===== config.mk =====
export PLATFORM = sky130hd
export DESIGN_NAME = two_pool_bitmap_page_allocator
export DESIGN_NICKNAME = d
export VERILOG_FILES = /design/src/sv/tpbpa_pkg.sv /design/src/sv/two_pool_bitmap_page_allocator.sv
export SDC_FILE = /design/constraint.sdc
export NUM_CORES = 2
export LEC_CHECK = 0
export BUFFER_PORTS_ARGS = -buffer_cell sky130_fd_sc_hd__buf_2
export CAP_MARGIN = 20
export CORE_ASPECT_RATIO = 1.4
export CORE_UTILIZATION = 35
export CTS_BUF_LIST = sky130_fd_sc_hd__clkbuf_4 sky130_fd_sc_hd__clkbuf_8 sky130_fd_sc_hd__clkbuf_16
export CTS_CLUSTER_DIAMETER = 200
export DETAILED_ROUTE_END_ITERATION = 16
export PLACE_DENSITY = 0.59
export SLEW_MARGIN = 20
export SYNTH_ARGS = -nofsm -noshare
export SYNTH_HDL_FRONTEND = slang
export SYNTH_SLANG_ARGS = --single-unit

===== constraint.sdc =====
create_clock -name clock -period 47.6 [get_ports clock]
set_input_delay 4.76 -clock clock [delete_from_list [all_inputs] [get_ports clock]]
set_output_delay 4.76 -clock clock [all_outputs]
set_load 0.1 [all_outputs]

===== src/sv/tpbpa_pkg.sv =====
`timescale 1ns / 1ps
`default_nettype none
package tpbpa_pkg;

   localparam int PAGE_W = 52;
   localparam int CNT_W = 11;
   localparam int CSR_W = 52;

   localparam logic [1:0] CSR_KBASE = 2'd0;
   localparam logic [1:0] CSR_KTOTAL = 2'd1;
   localparam logic [1:0] CSR_UBASE = 2'd2;
   localparam logic [1:0] CSR_UTOTAL = 2'd3;

   localparam logic FUNC_ALLOC = 1'b0;
   localparam logic FUNC_FREE = 1'b1;

   typedef enum logic [2:0] {
      ST_OK = 3'd0,
      ST_NO_PAGES = 3'd1,
      ST_NOT_IN_POOL = 3'd2,
      ST_PAST_END = 3'd3,
      ST_NOT_ALLOCATED = 3'd4
   } status_type;

endpackage
`default_nettype wire


===== src/sv/two_pool_bitmap_page_allocator.sv =====
`timescale 1ns / 1ps
`default_nettype none
// Two-pool bitmap page allocator, first fit.
// The req_ channel takes one request item; the rsp_ channel returns exactly one
// result item for it. The user must make configuration writes on csr_ only while
// the block is idle; the block itself does not enforce this. Each pool's used map
// lives in a synchronous memory of one bit per page, one entry per page. Every
// request is handled by a sequencer that reads one entry per cycle (the read data
// is registered) and writes one entry per cycle.
// Allocate: scans entries 0..total-1 until a run of page_count free pages is
// found, then writes the run back as used.
// Free: a check pass over the run, then a clearing pass; the clearing pass is
// skipped when a page of the run is not allocated.
// A zero page count or a rejected range is answered straight from decode.
// The per-page memory access is what sets the rate.
// After reset a clearing pass marks every page of both maps used; during this
// pass req_tready stays low.
// The result waits in an output register; while the receiver stalls, no new
// request is taken. One request is in the block at a time.
module two_pool_bitmap_page_allocator #(
   parameter int POOL_PAGES = 1024
) (
   input  wire                              clock,
   input  wire                              reset,
   input  wire                              req_tvalid,
   output logic                             req_tready,
   // func, use_user_pool, zero_fill, page_count[10:0], page_number[51:0], pad
   input  wire  [71:0]                      req_tdata,
   output logic                             rsp_tvalid,
   input  wire                              rsp_tready,
   // status[2:0], granted_page[51:0], zero_needed
   output logic [55:0]                      rsp_tdata,
   input  wire                              csr_wen,
   input  wire  [1:0]                       csr_index,
   input  wire  [tpbpa_pkg::CSR_W-1:0]      csr_wdata
);
   import tpbpa_pkg::*;

   localparam int AW = $clog2(POOL_PAGES);
   localparam int TW = AW + 1;
   localparam logic [TW-1:0] POOL_MAX = TW'(POOL_PAGES);

   typedef enum logic [8:0] {
      S_INIT = 9'b000000001,
      S_IDLE = 9'b000000010,
      S_DEC = 9'b000000100,
      S_SCAN = 9'b000001000,
      S_MARK = 9'b000010000,
      S_CHK = 9'b000100000,
      S_CLR = 9'b001000000,
      S_RSP = 9'b010000000,
      S_FMAP = 9'b100000000
   } state_type;

   state_type state_ff, state_in;

   logic [PAGE_W-1:0] kbase_ff, ubase_ff;
   logic [CNT_W-1:0] ktot_ff, utot_ff;

   logic op_ff, pool_ff, zf_ff;
   logic [CNT_W-1:0] cnt_ff;
   logic [PAGE_W-1:0] pg_ff;

   logic op_in, pool_in, zf_in;
   logic [CNT_W-1:0] cnt_in;
   logic [PAGE_W-1:0] pg_in;

   logic [TW-1:0] addr_ff, addr_in;     // next read address
   logic [TW-1:0] start_ff, start_in;   // run start / current write index
   logic [TW-1:0] end_ff, end_in;       // exclusive end index
   logic [CNT_W-1:0] run_ff, run_in;
   logic rd_pend_ff, rd_pend_in;        // a read is in flight
   logic [PAGE_W-1:0] base_ff, base_in;

   logic [2:0] st_ff, st_in;
   logic [PAGE_W-1:0] gr_ff, gr_in;
   logic zn_ff, zn_in;
   logic rv_ff, rv_in;

   logic kmem [POOL_PAGES];
   logic umem [POOL_PAGES];
   logic krd_ff, urd_ff;
   logic rd_en, wr_en, wr_bit, wr_k, wr_u;
   logic [AW-1:0] rd_addr, wr_addr;
   logic rd_bit;

   logic [TW-1:0] ktot_eff, utot_eff, tot_sel;
   logic [PAGE_W:0] kend, uend;
   logic k_hit, u_hit;
   logic [PAGE_W-1:0] idx_full;
   logic [PAGE_W:0] idx_end;

   always_ff @(posedge clock) begin
      if (rd_en) begin
         krd_ff <= kmem[rd_addr];
         urd_ff <= umem[rd_addr];
      end
      if (wr_en && wr_k) kmem[wr_addr] <= wr_bit;
      if (wr_en && wr_u) umem[wr_addr] <= wr_bit;
   end

   assign rd_bit = pool_ff ? urd_ff : krd_ff;
   assign rd_addr = addr_ff[AW-1:0];

   always_comb begin
      ktot_eff = ({{(TW > CNT_W ? TW - CNT_W : 0){1'b0}}, ktot_ff} > POOL_MAX) ?
                 POOL_MAX : TW'(ktot_ff);
      utot_eff = ({{(TW > CNT_W ? TW - CNT_W : 0){1'b0}}, utot_ff} > POOL_MAX) ?
                 POOL_MAX : TW'(utot_ff);
      kend = {1'b0, kbase_ff} + (PAGE_W + 1)'(ktot_eff);
      uend = {1'b0, ubase_ff} + (PAGE_W + 1)'(utot_eff);
      k_hit = (pg_ff >= kbase_ff) && ({1'b0, pg_ff} < kend);
      u_hit = (pg_ff >= ubase_ff) && ({1'b0, pg_ff} < uend);
      idx_full = pg_ff - (k_hit ? kbase_ff : ubase_ff);
      idx_end = {1'b0, idx_full} + (PAGE_W + 1)'(cnt_ff);
      tot_sel = k_hit ? ktot_eff : utot_eff;
   end

   always_comb begin
      state_in = state_ff;
      op_in = op_ff; pool_in = pool_ff; zf_in = zf_ff; cnt_in = cnt_ff; pg_in = pg_ff;
      addr_in = addr_ff; start_in = start_ff; end_in = end_ff; run_in = run_ff;
      rd_pend_in = 1'b0; base_in = base_ff;
      st_in = st_ff; gr_in = gr_ff; zn_in = zn_ff; rv_in = rv_ff;
      rd_en = 1'b0; wr_en = 1'b0; wr_bit = 1'b1; wr_k = 1'b0; wr_u = 1'b0;
      wr_addr = start_ff[AW-1:0];
      req_tready = 1'b0;

      if (rv_ff && rsp_tready) rv_in = 1'b0;

      case (state_ff)
         S_INIT: begin
            wr_en = 1'b1; wr_k = 1'b1; wr_u = 1'b1; wr_bit = 1'b1;
            start_in = start_ff + 1'b1;
            if (start_ff == POOL_MAX - 1'b1) state_in = S_IDLE;
         end
         S_IDLE: begin
            req_tready = !rv_ff;
            if (req_tvalid && !rv_ff) begin
               op_in = req_tdata[0];
               pool_in = req_tdata[1];
               zf_in = req_tdata[2];
               cnt_in = req_tdata[13:3];
               pg_in = req_tdata[65:14];
               state_in = S_DEC;
            end
         end
         S_DEC: begin
            st_in = ST_OK; gr_in = '0; zn_in = 1'b0;
            addr_in = '0; start_in = '0; run_in = '0;
            if (cnt_ff == '0) begin
               state_in = S_RSP;
            end else if (op_ff == FUNC_ALLOC) begin
               base_in = pool_ff ? ubase_ff : kbase_ff;
               end_in = pool_ff ? utot_eff : ktot_eff;
               state_in = S_SCAN;
            end else if (!k_hit && !u_hit) begin
               st_in = ST_NOT_IN_POOL;
               state_in = S_RSP;
            end else if (idx_end > (PAGE_W + 1)'(tot_sel)) begin
               st_in = ST_PAST_END;
               state_in = S_RSP;
            end else begin
               pool_in = !k_hit;
               addr_in = TW'(idx_full);
               start_in = TW'(idx_full);
               end_in = TW'(idx_end);
               state_in = S_FMAP;
            end
         end
         S_FMAP: begin
            // Pool chosen for the free; reads begin next.
            state_in = S_CHK;
         end
         S_SCAN: begin
            // Issue reads ahead; act on the bit returned from the previous read.
            if (rd_pend_ff) begin
               if (rd_bit) begin
                  run_in = '0;
                  start_in = addr_ff;
               end else begin
                  run_in = run_ff + 1'b1;
               end
            end
            if (rd_pend_ff && !rd_bit) begin
               if (run_ff + 1'b1 == cnt_ff) begin
                  gr_in = base_ff + PAGE_W'(start_ff);
                  zn_in = zf_ff;
                  end_in = start_ff + TW'(cnt_ff);
                  state_in = S_MARK;
               end
            end
            if (state_in == S_SCAN) begin
               if (addr_ff < end_ff) begin
                  rd_en = 1'b1;
                  rd_pend_in = 1'b1;
                  addr_in = addr_ff + 1'b1;
               end else if (!rd_pend_ff || rd_bit || run_ff + 1'b1 != cnt_ff) begin
                  if (!rd_pend_ff) begin
                     st_in = ST_NO_PAGES;
                     state_in = S_RSP;
                  end
               end
            end
         end
         S_MARK: begin
            wr_en = 1'b1; wr_bit = 1'b1; wr_k = !pool_ff; wr_u = pool_ff;
            start_in = start_ff + 1'b1;
            if (start_ff + 1'b1 == end_ff) state_in = S_RSP;
         end
         S_CHK: begin
            if (rd_pend_ff && !rd_bit) st_in = ST_NOT_ALLOCATED;
            if (addr_ff < end_ff) begin
               rd_en = 1'b1;
               rd_pend_in = 1'b1;
               addr_in = addr_ff + 1'b1;
            end else if (!rd_pend_ff) begin
               state_in = (st_ff == ST_OK) ? S_CLR : S_RSP;
            end
         end
         S_CLR: begin
            wr_en = 1'b1; wr_bit = 1'b0; wr_k = !pool_ff; wr_u = pool_ff;
            start_in = start_ff + 1'b1;
            if (start_ff + 1'b1 == end_ff) state_in = S_RSP;
         end
         S_RSP: begin
            rv_in = 1'b1;
            state_in = S_IDLE;
         end
         default: state_in = S_IDLE;
      endcase
   end

   always_ff @(posedge clock) begin
      if (reset) begin
         state_ff <= S_INIT;
         rv_ff <= 1'b0;
         rd_pend_ff <= 1'b0;
         start_ff <= '0;
         kbase_ff <= '0; ubase_ff <= '0; ktot_ff <= '0; utot_ff <= '0;
      end else begin
         state_ff <= state_in;
         rv_ff <= rv_in;
         rd_pend_ff <= rd_pend_in;
         start_ff <= start_in;
         if (csr_wen) begin
            case (csr_index)
               CSR_KBASE: kbase_ff <= csr_wdata[PAGE_W-1:0];
               CSR_KTOTAL: ktot_ff <= csr_wdata[CNT_W-1:0];
               CSR_UBASE: ubase_ff <= csr_wdata[PAGE_W-1:0];
               CSR_UTOTAL: utot_ff <= csr_wdata[CNT_W-1:0];
               default: ;
            endcase
         end
      end
   end

   always_ff @(posedge clock) begin
      op_ff <= op_in; pool_ff <= pool_in; zf_ff <= zf_in; cnt_ff <= cnt_in;
      pg_ff <= pg_in; addr_ff <= addr_in; end_ff <= end_in; run_ff <= run_in;
      base_ff <= base_in; st_ff <= st_in; gr_ff <= gr_in; zn_ff <= zn_in;
   end

   assign rsp_tvalid = rv_ff;
   assign rsp_tdata = {zn_ff, gr_ff, st_ff};

endmodule
`default_nettype wire


==> results.md <==
* Pwr Density at 36.3 nW/um2
* Post-synthesis sequential area ratio at between 60% and 70%
* Worst setup EP type: flip-flop
* Initial core utilization at between 30% and 40%
* Most common cell after layout, fill and taps aside: nor2_1
* Post-synth top flop: edfxtp_1
* RSZ-0062 raised after global routing: no
* Post-DP Area at 122000 um2
* CP peak stage delay at ~0.95 ns
* Hold Crit Start: utot_ff[2]
* Setup violators final at 0
* Num CTS Buffers at 230
* Setup TNS at 0 ns
* Worst Hold Path EP: utot_ff[2]
* Fill cells at a little over 30000
* Worst-Skew Late Latency at 0.93 ns
* Non-filler instance count after layout at 13400
* Slew at the pin closest to its max-slew limit at 1.17 ns
* Yosys warns at 0
* Initial antenna violation count at 21
* Drt first pass iters at 6
* Port bufs at 182
* Via count at 73800
* CTS max path bufs at 4
* Synth async-reset ratio at 0%
* DR vias/cell at about 5.5
* Worst-path maximum fanout at 24
* CTS root buf: clkbuf_16
* Peak VDD IR at 0.0390 mV
* Clk slew on worst S/H paths at 0.06 ns
* Worst path slowest cell: nor2_1
* DRT iter0 DRCs at 7412
* Critical path class: flip-flop to flip-flop
* Mapped Avg Cell Area at 13.1 um2
* CTS tree: built
* First-pass GRT wire length at around 500000 um
* Largest net degree at the start of global routing at about 320
* Row Count at 250
* Vias in the first global route at roughly 75000
* Area of the multi-input gates at about 43000 um2
* Post-Syn Nets at 9394
* GR Overflow Total at 0
* Die area at ~340000 um2
* Hold Path Depth at 2
* EDFF count, synth at approximately 2300
* Max-slew violation count at 0
* Detailed-route wire length at approximately 350000 um
* Total GRT Usage at between 20% and 30%
* Worst Reg-to-Reg Cells at 56
* Register bit count reported by yosys at 2405
* Die H at just under 700 um
* Nets at slightly above 9000
* Static leakage at 45.0 nW
* Share of cells above drive strength 1 at roughly 16%
* Final period utilization at between 30% and 40%
* Design Power at about 0.0047 W
* Die width at 489 um
* # Max-Cap Violations at 0
* Clk_skew at a little under 0.06 ns
* Reg2reg end: end_ff[4]
* Reg-to-reg slack, setup at around 32 ns
* Commonest cells after routing, fill and taps aside: 2272 x nor2_1, 2257 x edfxtp_1, 682 x mux4_2, 531 x nand2_1, 338 x ha_1
* GPL Wtd Cong at ~0.92
* Post-CTS Hold Buffers at 0
* Synth cell types at 96
* H-Tree Level Count at 4
* Placed Instances at 13000
* Min Clock Period, post-route at approximately 16 ns
* Worst r2r src: ktot_ff[10]
* DP Wirelength at 207000 um
* I/O pins at ~190
* Crit path top cell by count: a21oi_1
* Max-slew headroom at 19.7%
* CP Launch Type: flip-flop
* Synth Instances at ~8900
* Final hold vios at 0
* Arrival time worst endpoint at 16.34 ns
* Fmax at roughly 63 MHz
* Finished layout cell area at about 130000 um2
* Register Area at 70700 um2
* Core Area at between 300000 and 400000 um2
* Wire per inst at approximately 26 um
* Post-CTS setup buffer count at 0
* Hold crit path type: flip-flop to flip-flop
* Status: finished clean
* Layout area overhead at 11.1%
* Post-CTS sizing at 0
* Routed Antenna Nets at 0
* # clock sinks at around 2400
* WP data required at ~48 ns
* Cell area after synthesis at ~120000 um2
* DRC at 0
* Min Hold Slack at between 0.4 and 0.5 ns
state kept, by name (all words and copies together) (netlist names), 52 cells and up:
name      flops
base_ff      52
gr_ff        52
kbase_ff     52
kmem       1024
pg_ff        52
ubase_ff     52
umem       1024
critical path: cells and delay by family (launching register included):
family / cells / cell delay [ns]
AO/OA/AOI/OAI: 30 / 6.35
XOR/XNOR: 3 / 1.09
adder cells (fa/ha/maj): 5 / 1.39
buffers and inverters: 2 / 0.59
flip-flops: 1 / 0.73
multiplexers: 1 / 0.39
AND/OR/NAND/NOR: 15 / 4.85
power by group:
group | internal, W | switching [W]
registers | 0.00230 | 0.0000256
logic | 0.000118 | 0.000409
clock network | 0.00103 | 0.000812
total | 0.00345 | 0.00125
how the worst max path moves through the flow:
| stage | from | endpoint | slack, ns | depth (start not counted) |
|---|---|---|---|---|
| after floorplan | state_ff[8] | kmem[0] | 12.72 | 3 |
| after global placement | ktot_ff[10] | end_ff[1] | 31.61 | 52 |
| after detailed placement | ktot_ff[10] | end_ff[0] | 31.58 | 51 |
| after CTS | ktot_ff[10] | end_ff[3] | 31.49 | 51 |
| after global routing | ktot_ff[10] | end_ff[4] | 31.01 | 52 |
| final | ktot_ff[10] | end_ff[4] | 31.77 | 56 |
synth_stat cells (all sizes together) (41+ instances only):
cell    count  share of area (%)
a21o      112               0.72
dfxtp     148                2.5
nand4      82               0.45
nor2     2281                7.4
o21ai     195               0.85
nor3       92               0.40
xor2       67               0.50
a21oi     313                1.4
mux2i      83               0.71
nor4       41               0.24
edfxtp   2257                 58
buf        78               0.27
nand3     104               0.45
inv       189               0.61
ha        338                3.6
clkbuf    607                2.0
nand2     555                1.8
mux4      682                 13
nor2b      52               0.28
xnor2     180                1.4
area by class of cell:
class                   instances  area share (%)
flip-flops and latches       2405            54.7
multi-input cells            5639            33.1
clock buffers                 288            4.85
well taps                    4410            4.26
repair buffers                317            1.64
clock inverters               120           0.868
inverters                     190           0.551
diodes                         17          0.0329
through the flow:
stage	util, %	setup WS [ns]
3_5_place_dp	36.8	31.58
3_3_place_gp	36.8	31.61
6_report	39.1	31.77
5_1_grt	39.1	31.01
4_1_cts	39.0	31.49
2_1_floorplan	-	12.72
metal layers:
layer	routed length [um]	part of all wire (%)	track usage (%)	up-vias
li1	-	-	-	32500
met1	122000	35	22.8	38000
met2	183000	53	37.3	2597
met3	20800	6.0	2.41	750
met4	19600	5.7	10.1	0
met5	0	0	0	-
kinds of logic (layout without fill, tap and decap cells):
kind of cell | count (synthesis) | in the layout | synth area share, %
buffers and inverters | 875 | 915 | 2.84
adders and majority gates | 344 | 344 | 3.74
AOI/OAI and AO/OA | 863 | 863 | 4.63
muxes | 771 | 771 | 14.0
xor gates and xnor gates | 247 | 247 | 1.86
other | 0 | 17 | 0
and+or+nand+nor | 3414 | 3414 | 12.2
DFF | 2405 | 2405 | 60.8
(Power assumes the default switching activity.)
